`src/rtl/core/sdpl_pkg.sv`:
```
`timescale 1ns / 1ps
// Shared types and constants of the sorted descending priority list.
// No dependencies.
package sdpl_pkg;

  localparam int DEFAULT_CAPACITY = 32;
  localparam int COST_W           = 32;
  localparam int TAG_W            = 16;
  localparam int FILL_W           = 6;

  typedef enum logic {
    OP_INSERT = 1'b0,
    OP_POP    = 1'b1
  } opcode_t;

  typedef enum logic [1:0] {
    ST_OK    = 2'd0,
    ST_FULL  = 2'd1,
    ST_EMPTY = 2'd2
  } status_t;

  typedef struct packed {
    logic signed [COST_W-1:0] cost;
    logic [TAG_W-1:0]         period;
    logic [TAG_W-1:0]         plant;
  } entry_t;

  // broadcast to every cell
  typedef struct packed {
    logic   ins;
    logic   pop;
    entry_t item;
  } cell_ctl_t;

endpackage

```
`src/rtl/core/sdpl_cell.sv`:
```
`timescale 1ns / 1ps
// One slot of the sorted row: holds an entry, compares against the broadcast
// key, and shifts from its neighbors. Depends on sdpl_pkg.
module sdpl_cell
  import sdpl_pkg::*;
(
  input  logic      clk,
  input  cell_ctl_t ctl,
  input  logic      occupied,
  input  logic      left_keep,
  input  entry_t    left_entry,
  input  entry_t    right_entry,
  output logic      keep,
  output entry_t    entry
);

  // stays in place on insert: holds a strictly greater cost
  assign keep = occupied && ($signed(entry.cost) > $signed(ctl.item.cost));

  always_ff @(posedge clk) begin
    if (ctl.ins) begin
      if (!keep) begin
        entry <= left_keep ? ctl.item : left_entry;
      end
    end else if (ctl.pop) begin
      entry <= right_entry;
    end
  end

endmodule

```
`config.mk`:
```
export PLATFORM = sky130hd
export DESIGN_NAME = sdpl_cell
export DESIGN_NICKNAME = d
export VERILOG_FILES = /design/src/rtl/core/sdpl_pkg.sv /design/src/rtl/core/sdpl_cell.sv
export SDC_FILE = /design/constraint.sdc
export NUM_CORES = 1
export LEC_CHECK = 0
export ABC_AREA = 1
export BUFFER_PORTS_ARGS = -buffer_cell sky130_fd_sc_hd__buf_2
export CORE_AREA = 2 2 103 105
export CTS_BUF_LIST = sky130_fd_sc_hd__clkbuf_4 sky130_fd_sc_hd__clkbuf_8
export DETAILED_ROUTE_END_ITERATION = 8
export DIE_AREA = 0 0 105 107
export GPL_ROUTABILITY_DRIVEN = 0
export PLACE_DENSITY = 0.77
export SLEW_MARGIN = 10
export SYNTH_ARGS = -nofsm -noshare
export SYNTH_HDL_FRONTEND = slang
export SYNTH_SLANG_ARGS = --single-unit
```
`constraint.sdc`:
```
create_clock -name clk -period 3.5 [get_ports clk]
set_clock_uncertainty 0.1 [all_clocks]
set_input_delay 0.35 -clock clk [delete_from_list [all_inputs] [get_ports clk]]
set_output_delay 0.35 -clock clk [all_outputs]
set_load 0.03 [all_outputs]
```
==> impl_results.md, run 1 <==
* CTS Buf Count at 9
* Fmax at 402 MHz
* Hold Path Origin: right_entry[57]
* Initial antenna violation count at 0
* GRT Overall Usage at a little over a fifth
* Worst path slowest cell: edfxtp_1
* Main synth FF type: edfxtp_1
* Max reg flops at between 60 and 70
* XOR/XNOR share of the synthesized area at 0%
* Syn Area/Cell at about 8 sq um
* Total grt overflow at 0
* Sequential share of power at a little over two fifths
* Wire per inst at 13.9 um
* PortBufs at 261
* Critical Path Start: entry[51]
* Worst EP arrival at 2.04 ns
* Die Span Y at 107 um
* Synth Area in Compound Gates at 18.3%
* Cell Chain, Critical Path: ha_1 > a21oi_1 > nand2_1 > nand2_1 > nand2_1 > a21oi_2 > nand2_1 > nand2_1 > nand3_2 > inv_1 > buf_2
* Later-pin clock latency in the skew report at about 0.33 ns
* Total power at 2.28 mW
* Final setup viols at 0
* PostCTS Resize Cnt at 0
* Post-Syn Nets at 730
* Final hold violations at 0
* Final core occ at between 50% and 60%
* Max_slew headroom at between 20% and 30%
* Maximum Capacitance Violations at 0
* Die area at between 10000 and 15000 sq um
* Peak VDD IR at 0.192 mV
* Final min period at approximately 2.5 ns
* Clock buffer depth at 2
* HPWL Detailed at roughly 9700 um
* DP Cell Count at approximately 880
* Register area share after synthesis at a little under half
* Min-Delay Path Depth at 3
* Total wire length at 12400 um
* Clock transition at path regs at 0.07 ns
* H-tree depth at 3
* Setup CP Type: register to output pin
* Largest net degree at the start of global routing at 65
* Slew Viols, Final at 0
* Actual slew at the worst max-slew pin at between 1 and 1.5 ns
* Setup TNS at 0 ns
* Adder-cell area share of the yosys netlist at roughly 9.8%
* CTS tree: done
* Vias at around 4400
* Switching power at 0.762 mW
* Post-synth cell types at 23
* CTS root buffer: clkbuf_8
* Seq cells post-synth at between 60 and 70
* Setup WS post-layout at between 1 and 1.5 ns
* Post-synth top cells: nand2_1, nor2_1, o21ai_0
* YS warnings at 0
* Post-synthesis mux area share at 0%
* Vias in the first global route at approximately 4300
* EDFF count, synth at 64
* Top Registers: entry x64
* Final Net Count at 980
* Post-CTS Setup Bufs at 0
* CTS sink count at 64
* Share of post-route cells with drive strength above 1 at 38.4%
* Logic pwr share at just over 30%
* FF-to-FF Start: entry[63]
* P_int at about 1.5 mW
* Core ar. at between 10000 and 15000 sq um
* Reg-to-reg endpoint: entry[0]
* Reg2Reg Depth at 12
* Initial Util at about two fifths
* Final Cycle Share at a little under three quarters
* CP Launch Type: register
* Initial drt markers at between 200 and 300
* Largest family of logic cells by synthesized area: compound AO/OA/AOI/OAI gates
* Run status: complete, no violations
* Leading post-synthesis cells by cell area: edfxtp_1, ha_1, nand2_1
* Yosys top cell by area: edfxtp_1
* Num rows at 37
* Cells after synthesis at approximately 500
* Area grow syn2layout at 38.7%
* Ys async rst share at 0%
* First-pass GRT wire length at ~20000 um
* Most common cell on crit path: nand2_1
* Worst Hold End: entry[57]
* Sw frac at 33.4%
* Die width at approximately 110 um
* Worst min path class: primary input to register
* Lkg Pwr at around 2.9 nW
* Post-Synth Simple-Gate Area at ~18%
* Final ANT Viol Nets at 0
* Cell with the most instances after synthesis: nand2_1
* Crit end category: output pin
* Cts hold-fix bufs at 0
* Mapped Area at between 4000 and 5000 sq um
* CP max stage delay at 0.43 ns
* Clk pwr share at 25.6%
* Synth top area share at a little under half
* CP required at slightly above 3 ns
* ANT cells at 0
* RSZ-0062 raised after global routing: false
* Pre-CTS setup slack at slightly above 0.9 ns
* Largest Register: entry
* Io pins at between 200 and 300
* Post-Layout Cell Count at between 800 and 900
* Critical path peak fanout at 2
* PwrDens at 403 nW/um^2
* TritonRoute pass-1 iters at 5
* Via-to-Cell Ratio at about 5
* # DRC at 0
* R2r setup slk at between 1 and 1.5 ns
[how the worst max path moves through the flow]
stage,end,slack [ns]
3_3_place_gp,entry[23],1.01
4_1_cts,keep,0.97
5_1_grt,entry[9],0.73
3_5_place_dp,entry[23],0.93
2_1_floorplan,entry[0],0.06
6_report,keep,1.01
[critical path: cells and delay by family, from the launching register on]
family / cells / cell delay, ns
flip-flops: 1 / 0.43
AND/OR/NAND/NOR: 6 / 0.39
AO/OA/AOI/OAI: 2 / 0.33
adder cells (fa/ha/maj): 1 / 0.32
buffers and inverters: 2 / 0.25
[layout make-up]
type	instances	area (sq um)
fillers	981	4430
clock buffers	9	124
multi-input cells	365	1880
flip-flops and latches	64	1920
repair buffers	266	1340
clock inverters	6	51.3
inverters	45	169
well taps	136	170
[metrics by stage]
stage	cell area (sq um)	hold WS [ns]
6_report	5660	0.205
3_3_place_gp	5480	0.541
5_1_grt	5660	0.204
4_1_cts	5660	0.190
2_1_floorplan	4080	0.441
3_5_place_dp	5480	0.542
[logic make-up (layout without fill, tap and decap cells)]
| group | Yosys count | in the layout |
|---|---|---|
| AND/OR/NAND/NOR | 186 | 186 |
| flip-flops | 64 | 64 |
| AO/OA/AOI/OAI | 147 | 147 |
| adder cells (fa/ha/maj) | 32 | 32 |
| buffers and inverters | 72 | 326 |
[placed cells by master, fill, tap and decap left out]
cell,synthesis,final
nand2_1,105,104
nor2_2,2,2
nand3_2,1,1
bufinv_16,0,1
a21o_1,1,1
a21oi_2,1,1
clkbuf_8,0,9
nand4_1,1,1
nor2_1,72,72
nand4_2,1,1
clkinv_1,1,4
buf_2,7,261
inv_1,41,40
o21ai_0,69,69
buf_4,0,5
ha_1,32,32
o21a_1,2,2
o21ai_1,61,61
nand3_1,2,2
nand2_2,2,3
inv_2,3,4
a21oi_1,13,13
edfxtp_1,64,64
clkinv_2,0,2
[metal layers]
| metal | part of all wire (%) | track usage, % | vias to the layer above |
|---|---|---|---|
| li1 | - | - | 2189 |
| met1 | 39 | 24.5 | 1984 |
| met2 | 52 | 41.0 | 197 |
| met3 | 6.9 | 4.13 | 23 |
| met4 | 2.2 | 8.57 | 0 |
| met5 | 0 | 0 | - |
[power groups by stage]
| stage | clock network (mW) | logic (mW) | registers, mW |
|---|---|---|---|
| 4_1_cts | 0.601 | 0.708 | 0.996 |
| 5_1_grt | 0.633 | 0.773 | 1.00 |
| 3_3_place_gp | 0 | 0.688 | 1.01 |
| 2_1_floorplan | 0 | 0.256 | 1.19 |
| 3_5_place_dp | 0 | 0.706 | 1.01 |
| 6_report | 0.585 | 0.701 | 0.995 |
Note: power is estimated with default switching activity, not from simulation.
==> inputs of run 2 (changes only) <==
--- a/config.mk
+++ b/config.mk
@@ -5,14 +5,14 @@
 export SDC_FILE = /design/constraint.sdc
 export NUM_CORES = 1
 export LEC_CHECK = 0
-export ABC_AREA = 1
+export ABC_AREA = 0
 export BUFFER_PORTS_ARGS = -buffer_cell sky130_fd_sc_hd__buf_2
-export CORE_AREA = 2 2 103 105
+export CORE_MARGIN = 2
+export CORE_UTILIZATION = 40
 export CTS_BUF_LIST = sky130_fd_sc_hd__clkbuf_4 sky130_fd_sc_hd__clkbuf_8
 export DETAILED_ROUTE_END_ITERATION = 8
-export DIE_AREA = 0 0 105 107
 export GPL_ROUTABILITY_DRIVEN = 0
-export PLACE_DENSITY = 0.77
+export PLACE_DENSITY = 0.79
 export SLEW_MARGIN = 10
 export SYNTH_ARGS = -nofsm -noshare
 export SYNTH_HDL_FRONTEND = slang
==> constraint.sdc (replaced) <==
create_clock -name clk -period 2.1 [get_ports clk]
set_clock_uncertainty 0.1 [all_clocks]
set_input_delay 0.21 -clock clk [delete_from_list [all_inputs] [get_ports clk]]
set_output_delay 0.21 -clock clk [all_outputs]
set_load 0.03 [all_outputs]
==> impl_results.md, run 2 <==
* Run status: complete, but fails checks (was complete, no violations)
* Failing checks: setup timing
* Setup CP Type: register to output pin (unchanged)
* ANT cells at 0 (unchanged)
* Cell Chain, Critical Path: ha_4 > a21oi_2 > o21ai_0 > a221o_1 > o31a_1 > buf_4 > or3_4 > a21boi_4 > buf_6 (was ha_1 > a21oi_1 > nand2_1 > nand2_1 > nand2_1 > a21oi_2 > nand2_1 > nand2_1 > nand3_2 > inv_1 > buf_2)
* Via-to-Cell Ratio at 4.90 (was 4.93)
* Ys async rst share at 0% (unchanged)
* Initial Util at 40.6% (was 40.4%)
* Final Net Count at 928 (was 980)
* Max_slew headroom at 66.0% (was 29.4%)
* Lkg Pwr at 3.20 nW (was 2.86 nW)
* Peak VDD IR at 0.392 mV (was 0.192 mV)
* CP max stage delay at 0.45 ns (was 0.43 ns)
* CTS sink count at 64 (unchanged)
* Final setup viols at 65 (was 0)
* Worst min path class: primary input to register (unchanged)
* HPWL Detailed at 9170 um (was 9730 um)
* Synth top area share at 46.7% (was 47.1%)
* Leading post-synthesis cells by cell area: edfxtp_1, mux2i_1, ha_1 (was edfxtp_1, ha_1, nand2_1)
* Final ANT Viol Nets at 0 (unchanged)
* Setup TNS at -45.33 ns (was 0 ns)
* Worst path slowest cell: edfxtp_1 (unchanged)
* Most frequent cells in the layout: buf_2, a21oi_1, nor2_1 (was buf_2, nand2_1, nor2_1)
* Initial antenna violation count at 0 (unchanged)
* Largest net degree at the start of global routing at 129 (was 65)
* Slew Viols, Final at 0 (unchanged)
* Max reg flops at 64 (unchanged)
* Post-synth top cells: a21oi_1, nor2_1, edfxtp_1, mux2i_1, inv_1 (was nand2_1, nor2_1, o21ai_0)
* Final min period at between 2 and 3 ns
* Initial drt markers at 252 (was 260)
* Maximum Capacitance Violations at 0 (unchanged)
* Top Registers: entry x64 (unchanged)
* Share of post-route cells with drive strength above 1 at 50.2% (was 38.4%)
* Num rows at 37 (unchanged)
* Total grt overflow at 0 (unchanged)
* CP required at 1.79 ns (was 3.05 ns)
* Cell with the most instances after synthesis: a21oi_1 (was nand2_1)
* Crit path max-delay family: compound AO/OA/AOI/OAI gates (was flip-flops)
* TritonRoute pass-1 iters at 6 (was 5)
* PortBufs at 261 (unchanged)
* Wire per inst at 15.0 um (was 13.9 um)
* Core ar. at 10100 sq um (about the same)
* Largest Register: entry (unchanged)
* EDFF count, synth at 64 (unchanged)
* DP Area at 5910 sq um (was 5480 sq um)
* Vias at 4111 (was 4393)
* Fmax at about 340 MHz
* Clock transition at path regs at 0.07 ns (about the same)
* Commonest non-fill, non-tap cell in the layout: buf_2 (unchanged)
* Final hold violations at 0 (unchanged)
* Critical path peak fanout at 2 (unchanged)
* Crit path buf inv count at 2 (unchanged)
* Later-pin clock latency in the skew report at 0.33 ns (about the same)
* Reg area at 1920 sq um (unchanged)
* Cts hold-fix bufs at 0 (unchanged)
* Yosys top cell by area: edfxtp_1 (unchanged)
* Post-Layout Cell Count at 839 (was 891)
* RSZ-0062 raised after global routing: true (was false)
* Actual slew at the worst max-slew pin at 0.510 ns (was 1.06 ns)
* CTS tree: done (unchanged)
* Io pins at 262 (unchanged)
* Vias in the first global route at 4093 (was 4301)
* Die width at 105 um (about the same)
* Total wire length at 12600 um (was 12400 um)
* YS warnings at 0 (unchanged)
* CP Launch Type: register (unchanged)
* H-tree depth at 3 (unchanged)
* Main synth FF type: edfxtp_1 (unchanged)
* Final Cycle Share at 142%
* Syn Area/Cell at 10.3 sq um (was 8.14 sq um)
* Post-synth cell types at 33 (was 23)
* Mapped Area at 4120 sq um (was 4080 sq um)
* Die area at 11100 sq um (was 11200 sq um)
* # DRC at 0 (unchanged)
* Worst EP arrival at 2.66 ns (was 2.04 ns)
* DP Cell Count at 806 (was 876)
* CTS root buffer: clkbuf_8 (unchanged)
* CTS Buf Count at 9 (unchanged)
* Cells after synthesis at 399 (was 501)
* Setup WS post-layout at -0.874 ns (was 1.01 ns)
* Register area share after synthesis at 46.7% (was 47.1%)
* Filler Cell Count at 823 (was 981)
* Area of the multi-input gates at 2220 sq um (was 1880 sq um)
* Post-Syn Nets at 628 (was 730)
* GRT Overall Usage at 21.7% (was 21.9%)
* Crit end category: output pin (unchanged)
* Design area at 6440 sq um (was 5660 sq um)
* Area grow syn2layout at 56.6% (was 38.7%)
* First-pass GRT wire length at 19000 um (was 19700 um)
* Final core occ at 63.6% (was 56.1%)
* Seq cells post-synth at 64 (unchanged)
* Clock buffer depth at 2 (unchanged)
* Die Span Y at 105 um (was 107 um)
* PwrDens at 644 nW/um^2 (was 403 nW/um^2)
run 2: changes by cell type in the layout (fill, tap and decap cells not counted), moves of 13 or more:
cell     before  now
a21oi_1      13   75
o21ai_1      61    1
mux2i_1       0   64
buf_4         5   36
ha_1         32   19
ha_4          0   13
nand2_1     104    6
o21ai_0      69    3
run 2: worst min-delay path, stage by stage:
cell and delay, ns:
buf_2 0.08, nor2_1 0.03, a21oi_1 0.09
run 2: layout make-up:
class	instances	share of cell area (%)
sequential	64	29.8
clock buffer	10	2.04
inverter	33	1.92
timing repair buffer	310	28.8
multi-input combinational	281	34.4
tap	136	2.64
clock inverter	5	0.388
run 2: worst paths after layout:
| check | start | endpoint | slack [ns] | depth (start not counted) |
|---|---|---|---|---|
| worst max-delay path | entry[37] | keep | -0.87 | 9 |
| worst min-delay path | right_entry[13] | entry[13] | 0.09 | 3 |
| worst max register to register | entry[50] | entry[7] | -0.80 | 10 |
| worst min register to register | entry[63] | entry[49] | 1.11 | 6 |
run 2: cells by family after synthesis:
logic type / after synthesis / share of synthesized area, %
buffers and inverters: 54 / 5.11
AND/OR/NAND/NOR: 92 / 10.3
adder cells (fa/ha/maj): 32 / 9.73
AO/OA/AOI/OAI: 93 / 12.6
flip-flops: 64 / 46.7
multiplexers: 64 / 15.6
run 2: what timing repair did:
item,4_1_cts,5_1_grt
gates resized for setup,20,11
cloned,4,2
endpoints found under the setup margin,65,65
pin swaps,6,12
setup buffers,9,7
run 2: metal layers:
layer | wire [um] | track usage [%] | up-vias
met5 | 0 | 0 | -
met4 | 224 | 8.29 | 0
met3 | 859 | 4.58 | 21
met2 | 6510 | 40.1 | 165
met1 | 4980 | 24.3 | 1869
li1 | - | - | 2056
run 2: power breakdown:
| group | internal, mW | total [mW] | switching, mW | leakage [nW] |
|---|---|---|---|---|
| sequential | 1.61 | 1.68 | 0.0728 | 0.630 |
| clock | 0.425 | 0.897 | 0.472 | 0.0889 |
| combinational | 0.695 | 1.57 | 0.878 | 2.48 |
run 2: stage by stage:
| step | power (mW) | setup WS, ns | hold slack (ns) |
|---|---|---|---|
| floorplan | 2.52 | -1.92 | 0.336 |
| global placement | 3.03 | -0.656 | 0.431 |
| detailed placement | 3.09 | -0.730 | 0.432 |
| CTS | 4.15 | -0.841 | 0.0744 |
| global route | 4.38 | -0.977 | 0.0865 |
| finish | 4.15 | -0.874 | 0.0938 |
